$ cat src/sv/assert_macros.svh
// Assertion helpers for the RTL, included by htcl_dp.sv.
`ifndef ASSERT_MACROS_SVH
`define ASSERT_MACROS_SVH

`ifndef SYNTHESIS
// Check a property on every rising clock edge outside reset.
`define ASSERT_PROP(lbl, clk, rstn, prop) \
    lbl: assert property (@(posedge clk) disable iff (!rstn) prop) \
        else $error("assertion failed");
// Check that a condition never holds outside reset.
`define ASSERT_NEVER(lbl, clk, rstn, cond) \
    lbl: assert property (@(posedge clk) disable iff (!rstn) !(cond)) \
        else $error("forbidden condition seen");
`else
`define ASSERT_PROP(lbl, clk, rstn, prop)
`define ASSERT_NEVER(lbl, clk, rstn, cond)
`endif

`endif

$ cat src/sv/htcl_pkg.sv
package htcl_pkg;

    localparam int MAX_DIST = 64;
    localparam int DIST_W   = 7;
    localparam int LIST_AW  = 6;
    localparam int NODE_CNT = 2 * MAX_DIST - 1;
    localparam int NODE_W   = 7;
    localparam int CNT_W    = 16;
    localparam int WT_W     = CNT_W + LIST_AW;
    localparam int TOT_W    = 22;
    localparam int ACC_W    = TOT_W + 1;
    localparam int DEP_W    = 7;
    localparam int PROD_W   = WT_W + DEP_W;

    // Commands from the controller to the datapath
    typedef struct packed {
        logic accept;
        logic upd;
        logic chk;
        logic l1;
        logic l2;
        logic l3;
        logic srd;
        logic scmp;
        logic j1;
        logic j2;
        logic d1;
        logic d2;
        logic d3;
        logic out_load;
    } t_cmd;

    // Status from the datapath to the controller
    typedef struct packed {
        logic last;
        logic dist_lt2;
        logic leaf_done;
        logic scan_done;
        logic merge_done;
        logic depth_done;
        logic out_free;
    } t_sts;

endpackage

$ cat src/sv/htcl_ctrl.sv
module htcl_ctrl import htcl_pkg::*; (
    input  logic i_clk,
    input  logic i_rst_n,
    input  logic i_in_valid,
    output logic o_in_ready,
    input  t_sts i_sts,
    output t_cmd o_cmd
);

    localparam logic [3:0] S_IDLE = 4'd0;
    localparam logic [3:0] S_UPD  = 4'd1;
    localparam logic [3:0] S_CHK  = 4'd2;
    localparam logic [3:0] S_L1   = 4'd3;
    localparam logic [3:0] S_L2   = 4'd4;
    localparam logic [3:0] S_L3   = 4'd5;
    localparam logic [3:0] S_SRD  = 4'd6;
    localparam logic [3:0] S_SCMP = 4'd7;
    localparam logic [3:0] S_J1   = 4'd8;
    localparam logic [3:0] S_J2   = 4'd9;
    localparam logic [3:0] S_D1   = 4'd10;
    localparam logic [3:0] S_D2   = 4'd11;
    localparam logic [3:0] S_D3   = 4'd12;
    localparam logic [3:0] S_OUT  = 4'd13;

    logic [3:0] r_state;
    logic [3:0] n_state;

    assign o_in_ready = (r_state == S_IDLE);

    // Decode commands from the state
    always_comb begin
        o_cmd          = '0;
        o_cmd.accept   = (r_state == S_IDLE) && i_in_valid;
        o_cmd.upd      = (r_state == S_UPD);
        o_cmd.chk      = (r_state == S_CHK);
        o_cmd.l1       = (r_state == S_L1);
        o_cmd.l2       = (r_state == S_L2);
        o_cmd.l3       = (r_state == S_L3);
        o_cmd.srd      = (r_state == S_SRD);
        o_cmd.scmp     = (r_state == S_SCMP);
        o_cmd.j1       = (r_state == S_J1);
        o_cmd.j2       = (r_state == S_J2);
        o_cmd.d1       = (r_state == S_D1);
        o_cmd.d2       = (r_state == S_D2);
        o_cmd.d3       = (r_state == S_D3);
        o_cmd.out_load = (r_state == S_OUT) && i_sts.out_free;
    end

    // Next state
    always_comb begin
        n_state = r_state;
        case (r_state)
            S_IDLE: if (i_in_valid) n_state = S_UPD;
            S_UPD:  n_state = i_sts.last ? S_CHK : S_IDLE;
            S_CHK:  n_state = i_sts.dist_lt2 ? S_OUT : S_L1;
            S_L1:   n_state = S_L2;
            S_L2:   n_state = S_L3;
            S_L3:   n_state = i_sts.leaf_done ? S_SRD : S_L1;
            S_SRD:  n_state = S_SCMP;
            S_SCMP: n_state = i_sts.scan_done ? S_J1 : S_SRD;
            S_J1:   n_state = S_J2;
            S_J2:   n_state = i_sts.merge_done ? S_D1 : S_SRD;
            S_D1:   n_state = S_D2;
            S_D2:   n_state = S_D3;
            S_D3:   n_state = i_sts.depth_done ? S_OUT : S_D1;
            S_OUT:  if (i_sts.out_free) n_state = S_IDLE;
            default: n_state = S_IDLE;
        endcase
    end

    always_ff @(posedge i_clk) begin
        if (!i_rst_n) begin
            r_state <= S_IDLE;
        end else begin
            r_state <= n_state;
        end
    end

endmodule

$ cat config.mk
export PLATFORM = sky130hd
export DESIGN_NAME = htcl_ctrl
export DESIGN_NICKNAME = d
export VERILOG_FILES = /design/src/sv/assert_macros.svh /design/src/sv/htcl_pkg.sv /design/src/sv/htcl_ctrl.sv
export SDC_FILE = /design/constraint.sdc
export NUM_CORES = 1
export LEC_CHECK = 0
export BUFFER_PORTS_ARGS = -buffer_cell sky130_fd_sc_hd__buf_2
export CAP_MARGIN = 20
export CORE_UTILIZATION = 30
export CTS_BUF_LIST = sky130_fd_sc_hd__clkbuf_8
export DETAILED_ROUTE_END_ITERATION = 6
export GPL_ROUTABILITY_DRIVEN = 0
export PLACE_DENSITY = 0.66
export SLEW_MARGIN = 20
export SYNTH_ARGS = -nofsm -noshare
export SYNTH_HDL_FRONTEND = slang
export SYNTH_SLANG_ARGS = --single-unit
$ cat constraint.sdc
create_clock -name i_clk -period 2.56 [get_ports i_clk]
set_clock_uncertainty 0.15 [all_clocks]
set_input_delay 0.384 -clock i_clk [delete_from_list [all_inputs] [get_ports i_clk]]
set_output_delay 0.384 -clock i_clk [all_outputs]
set_load 0.03 [all_outputs]
# Word level (Yosys, flattened, before mapping)
# Cells that the tools add are included.
dict set report totals {
  in_bits 10
  reg_bits 4
}
dict set report op_classes {
  n_mux 9
  n_reduce_logical 4
  n_eq_ne 15
}
# operator n
set op_table {}
lappend op_table {{$pmux 4 s14} 1}
lappend op_table {{$eq 4x4->1 const B} 6}
lappend op_table {{$mux 4} 5}
lappend op_table {{$eq 4x3->1 const B} 4}
lappend op_table {{$eq 4x2->1 const B} 2}
lappend op_table {{$mux 3} 2}
lappend op_table {{$eq 4x1->1 const B} 1}
lappend op_table {{$logic_not 4->1} 1}
lappend op_table {{$ne 2x2->1 const B} 2}
lappend op_table {{$logic_and 1x1->1} 2}
lappend op_table {{$mux 2} 1}
lappend op_table {{$reduce_and 2->1} 1}

# Longest topological paths before layout
# Gate-level depths: netlist of the first run.
dict set report depth {
  ltp_word 3
  depth_mapped 6
  ltp_nobuf 4
}

# Least setup slack after synthesis of the first run
# No wires, ideal clock.
dict set report synth_timing {
  kind {register to output}
  start {reg r_state[0]}
  end {out o_cmd[13] (netlist name)}
  path_stages_with_launch 3
  required_time_ps 2026
  setup_slack_ps 528
  arrival_ps 1498
  path_buffers 0
  path_cell_list {dfxtp_1 > nor4_2 > and2_1}
}
# item line
set synth_lines {}
lappend synth_lines {{from (decl)} htcl_ctrl.sv:25} ;# logic [3:0] r_state;
lappend synth_lines {{from (signal assigned)} htcl_ctrl.sv:75} ;# r_state <= n_state;
lappend synth_lines {{to (decl)} htcl_ctrl.sv:7} ;# output t_cmd o_cmd

==> results of run 1 <==
## kinds of logic after synthesis
group | after synthesis | share of synthesized area
AO/OA/AOI/OAI | 17 | 0.236
AND/OR/NAND/NOR | 39 | 0.492
buffers and inverters | 10 | 0.106
flip-flops | 4 | 0.166
## cells in the final DEF, fill, tap and decap left out, drive strengths merged
master    n
a41oi     1
nand2b    5
inv       5
dfxtp     4
clkbuf    3
nor4      1
a31o      1
nand2     5
nand3     2
and3      1
o21ai     4
o22ai     1
o211ai    1
a21oi     5
o2bb2ai   1
o21bai    1
buf      24
nor2     10
nor3b     2
a31oi     1
and2      1
or3       2
nor2b     1
and3b     1
o21a      1
nor3      8
## critical path, stage by stage, from the launching register on
cell,delay [ns]
dfxtp_1,0.76
nand2b_4,0.14
nor3_1,0.19
buf_2,0.22
## per-layer routing
metal,vias to the layer above,part of all wire
met5,-,0
met4,0,0
met2,24,0.44
met1,245,0.48
met3,0,0.080
li1,287,-
## Yosys cell counts, types with 2 or more instances
cell,n
a21oi_1,5
buf_2,2
buf_4,3
dfxtp_1,4
inv_1,5
nand2_1,5
nand2b_1,2
nand2b_4,3
nand3_1,2
nor2_1,10
nor3_1,6
nor3_2,2
nor3b_1,2
o21ai_0,4
or3_1,2
## area by class of cell
| class | instances | area [um2] |
|---|---|---|
| timing repair buffer | 24 | 120 |
| tap | 16 | 20.0 |
| multi-input combinational | 56 | 352 |
| inverter | 5 | 18.8 |
| fill | 168 | 875 |
| clock buffer | 3 | 41.3 |
| sequential | 4 | 80.1 |
## power groups by stage
stage | Clock [mW] | Combinational [mW] | Sequential [mW]
final | 0.130 | 0.165 | 0.114
after global routing | 0.140 | 0.181 | 0.118
after CTS | 0.134 | 0.165 | 0.113
after detailed placement | 0 | 0.165 | 0.114
after global placement | 0 | 0.165 | 0.113
after floorplan | 0 | 0.158 | 0.0843
## per-stage QoR
step	util	cells	worst slack [ns]	cell area, um2	power (mW)
floorplan	-	70	0.528	483	0.243
CTS	0.419	108	0.504	632	0.412
finish	0.419	108	0.492	632	0.409
global route	0.419	108	0.347	632	0.439
global placement	0.392	105	0.756	591	0.277
detailed placement	0.392	105	0.732	591	0.279
## path summary, 6_finish.rpt
kind	start	to	slack [ns]	cells past startpoint
worst max-delay path	r_state[2]	o_cmd[0]	0.49	3
worst min register to register	r_state[3]	r_state[3]	0.59	2
worst max register to register	r_state[2]	r_state[2]	0.77	4
worst min-delay path	i_rst_n	r_state[0]	0.27	2
==> reports/summary.txt, run 1 <==
grt ovf = 0
gr busiest metal = met2
DIE AREA = 1770 um2
die width = 42.1 um
outcome = complete, no violations
HPWL after detailed placement = 878 um
max reg flops = 4
share of layout cells above drive strength 1 = 0.380
# Max-Cap Violations = 0
PwrDens = 647 nW/um2
Yosys warnings = 0
hold_buf cts = 0
core box area = 1510 um2
number of synthesized flops with an enable pin = 0
CTS max path bufs = 2
internal power = 0.240 mW
Seq pwr share = 0.279
Post-CTS Resized = 0
routed wire length per instance = 11.4 um
distinct cell type count after synthesis = 28
GR Layer Usage met1 = 0.208
syn_area_per_cell = 6.90 um2
initial antenna violation count = 0
Crit path required time = 2.03 ns
routed vias = 556
FMAX = 0.484 GHz
crit start category = register
Regs by FF count = r_state (4)
Worst Tran Pin Value = 0.705 ns
leading area contributor after synthesis = dfxtp_1
Yosys top cell area share = 0.166
synth top area cells = dfxtp_1, nand2b_4, nor2_1, nor3_1, a21oi_1
grt met3 use = 0.0560
Initial Utilization = 0.321
Net Sw Frac = 0.412
CTS Sinks = 4
Chip Height = 42.1 um
total negative slack = 0 ns
Total GRT Usage = 0.149
Iter 0 DRT Violations = 15
crit-path max FO = 20
fraction of registers with async set/reset = 0
crit path kind = register to output port
DRT Wirelength = 1.23 mm
first-pass GRT wire length = 2.10 mm
syn nets = 80
# diodes = 0
min-delay worst type = primary input to register
CTS buffer count = 3
Mapped Cells = 70
clock power share = 0.318
CTS tree = yes
drt pass-1 iters = 4
via count of the first global-routing pass = 498
RSZ-0062 raised after global routing = no
WHS = 0.270 ns
crit path time final = 2.07 ns
Nets = 104
setup violators final = 0
post-synthesis sequential area ratio = 0.166
Final period util = 0.808
CP Data Arrival Time = 1.53 ns
Synth Flop Type = dfxtp_1
I/O pin count = 25
vias per cell = 5.15
Setup Fix Bufs, Post-CTS = 0
Root Buffer = clkbuf_8
Mapped Area = 483 um2
IO Port Bufs = 24
largest net degree at the start of global routing = 21
Final Hold Fails = 0
Pleak = 0.283 nW
H-tree Lvls = 1
CP Capture Type = output port
Synth Register Bits = 4
antenna-violating nets left = 0
sw power = 0.168 mW
# DRC = 0
Row Count = 14
Worst VDD drop = 0.000414 V
CTS clk-pin slew, worst paths = 0.03 ns
Synth-to-Final Area Change = 30.8%
Slew Viols, Final = 0
Logic pwr share = 0.403
clock latency on the worst-skew pair = 0.21 ns
met2 GRT Util = 0.222
max_slew headroom = 0.530
Largest Register = r_state
Power figures use the tool's default switching activity.
==> run 2, diff against run 1 <==
- clock period: 2.56 -> 2.2 ns (I/O delays scaled with it)
==> run 2 against run 1 <==
Flip-flop and latch count unchanged. Non-clock buffer count increased by 2. Critical path depth unchanged. Sequential share of layout area decreased by 0.29 points. First-iteration DRC count decreased by 20%. Routed wire length increased by 1.1%. Critical path type unchanged.
==> reports/summary.txt, run 2 (synthesis gave the netlist of run 1 again) <==
outcome = complete, no violations
most frequent cells in the layout = buf_2, nor2_1, nor3_1
fillcell total = 175 (+4.2%)
Initial Utilization = 0.321 (unchanged)
Row Count = 14 (unchanged)
DIE AREA = 1770 um2 (unchanged)
vias per cell = 5.09 (-1.1%)
FMAX = 0.524 GHz
max_slew headroom = 0.630 (+0.101)
drt pass-1 iters = 4 (unchanged)
CTS max path bufs = 2 (unchanged)
RSZ-0062 raised after global routing = no
IO Port Bufs = 24 (unchanged)
die width = 42.1 um (unchanged)
PwrDens = 746 nW/um2 (+15%)
Setup Fix Bufs, Post-CTS = 0 (unchanged)
HPWL after detailed placement = 926 um (+5.5%)
Final Hold Fails = 0 (unchanged)
total negative slack = 0 ns (unchanged)
# Max-Cap Violations = 0 (unchanged)
I/O pin count = 25 (unchanged)
Largest Register = r_state
Total Power = 0.482 mW (+18%)
Pleak = 0.294 nW (+3.7%)
CTS clk-pin slew, worst paths = 0.03 ns (about the same)
Worst VDD drop = 0.000438 V (+5.8%)
max reg flops = 4 (unchanged)
routed vias = 560 (+0.72%)
Regs by FF count = r_state (4)
clock latency on the worst-skew pair = 0.21 ns (about the same)
Placed Cells = 107 (+1.9%)
crit-path max FO = 14 (-30%)
via count of the first global-routing pass = 468 (-6.0%)
Total GRT Usage = 0.146 (-0.00241)
crit start category = register
# DRC = 0 (unchanged)
Nets = 106 (+1.9%)
Root Buffer = clkbuf_8
hold_buf cts = 0 (unchanged)
routed wire length per instance = 11.3 um (-0.78%)
CTS buffer count = 3 (unchanged)
most common cell after layout, fill and taps aside = buf_2
# diodes = 0 (unchanged)
Synth-to-Final Area Change = 33.9%
largest net degree at the start of global routing = 17 (-19%)
crit path time final = 1.91 ns
antenna-violating nets left = 0 (unchanged)
share of layout cells above drive strength 1 = 0.394 (+0.0132)
crit path kind = register to output port
Final period util = 0.867
CTS tree = yes
initial antenna violation count = 0 (unchanged)
CTS Sinks = 4 (unchanged)
first-pass GRT wire length = 2.03 mm (-3.6%)
Chip Height = 42.1 um (unchanged)
core box area = 1510 um2 (unchanged)
Crit path required time = 1.72 ns (-0.31 ns)
min-delay worst type = primary input to register
Post-CTS Resized = 0 (unchanged)
DRT Wirelength = 1.24 mm (+1.1%)
Finished Layout Cells = 110 (+1.9%)
Iter 0 DRT Violations = 12 (-3)
setup violators final = 0 (unchanged)
CP Data Arrival Time = 1.43 ns (-0.10 ns)
grt ovf = 0 (unchanged)
Worst Tran Pin Value = 0.554 ns (-0.151 ns)
Slew Viols, Final = 0 (unchanged)
CP Capture Type = output port
H-tree Lvls = 1 (unchanged)
run 2: power breakdown:
group	switching, mW	internal, mW	total [mW]
registers	0.0360	0.0837	0.120
clock network	0.0321	0.116	0.148
logic	0.128	0.0861	0.214
run 2: layout make-up:
type	count	area [um2]	area share
inverters	5	18.8	0.0290
repair buffers	26	135	0.209
flip-flops and latches	4	80.1	0.124
multi-input cells	56	352	0.544
clock buffers	3	41.3	0.0638
well taps	16	20.0	0.0309
run 2: worst max-delay path, cell delays in order, from the launching register on:
cell and delay (ns):
dfxtp_1 0.61, nand2_1 0.21, nor3_1 0.17, buf_2 0.22
run 2: layer usage:
metal  vias up  track usage  wire length (um)
li1        295            -                 -
met1       243        0.209               586
met2        22        0.228               576
met3         0       0.0129                76
met4         0       0.0563                 0
met5         -            0                 0
run 2: path summary, 6_finish.rpt:
path,from,endpoint,slack (ns),cells after the start
worst max-delay path,r_state[3],o_cmd[0],0.29,3
worst min register to register,r_state[3],r_state[3],0.59,2
worst min-delay path,i_rst_n,r_state[0],0.20,2
worst max register to register,r_state[1],r_state[2],0.58,4
run 2: stage by stage:
stage	util	worst slack [ns]	hold slack (ns)	instance area, um2
floorplan	-	0.222	0.298	483
global placement	0.402	0.541	0.424	606
detailed placement	0.402	0.526	0.421	606
CTS	0.429	0.301	0.199	647
global route	0.429	0.163	0.200	647
finish	0.429	0.293	0.200	647
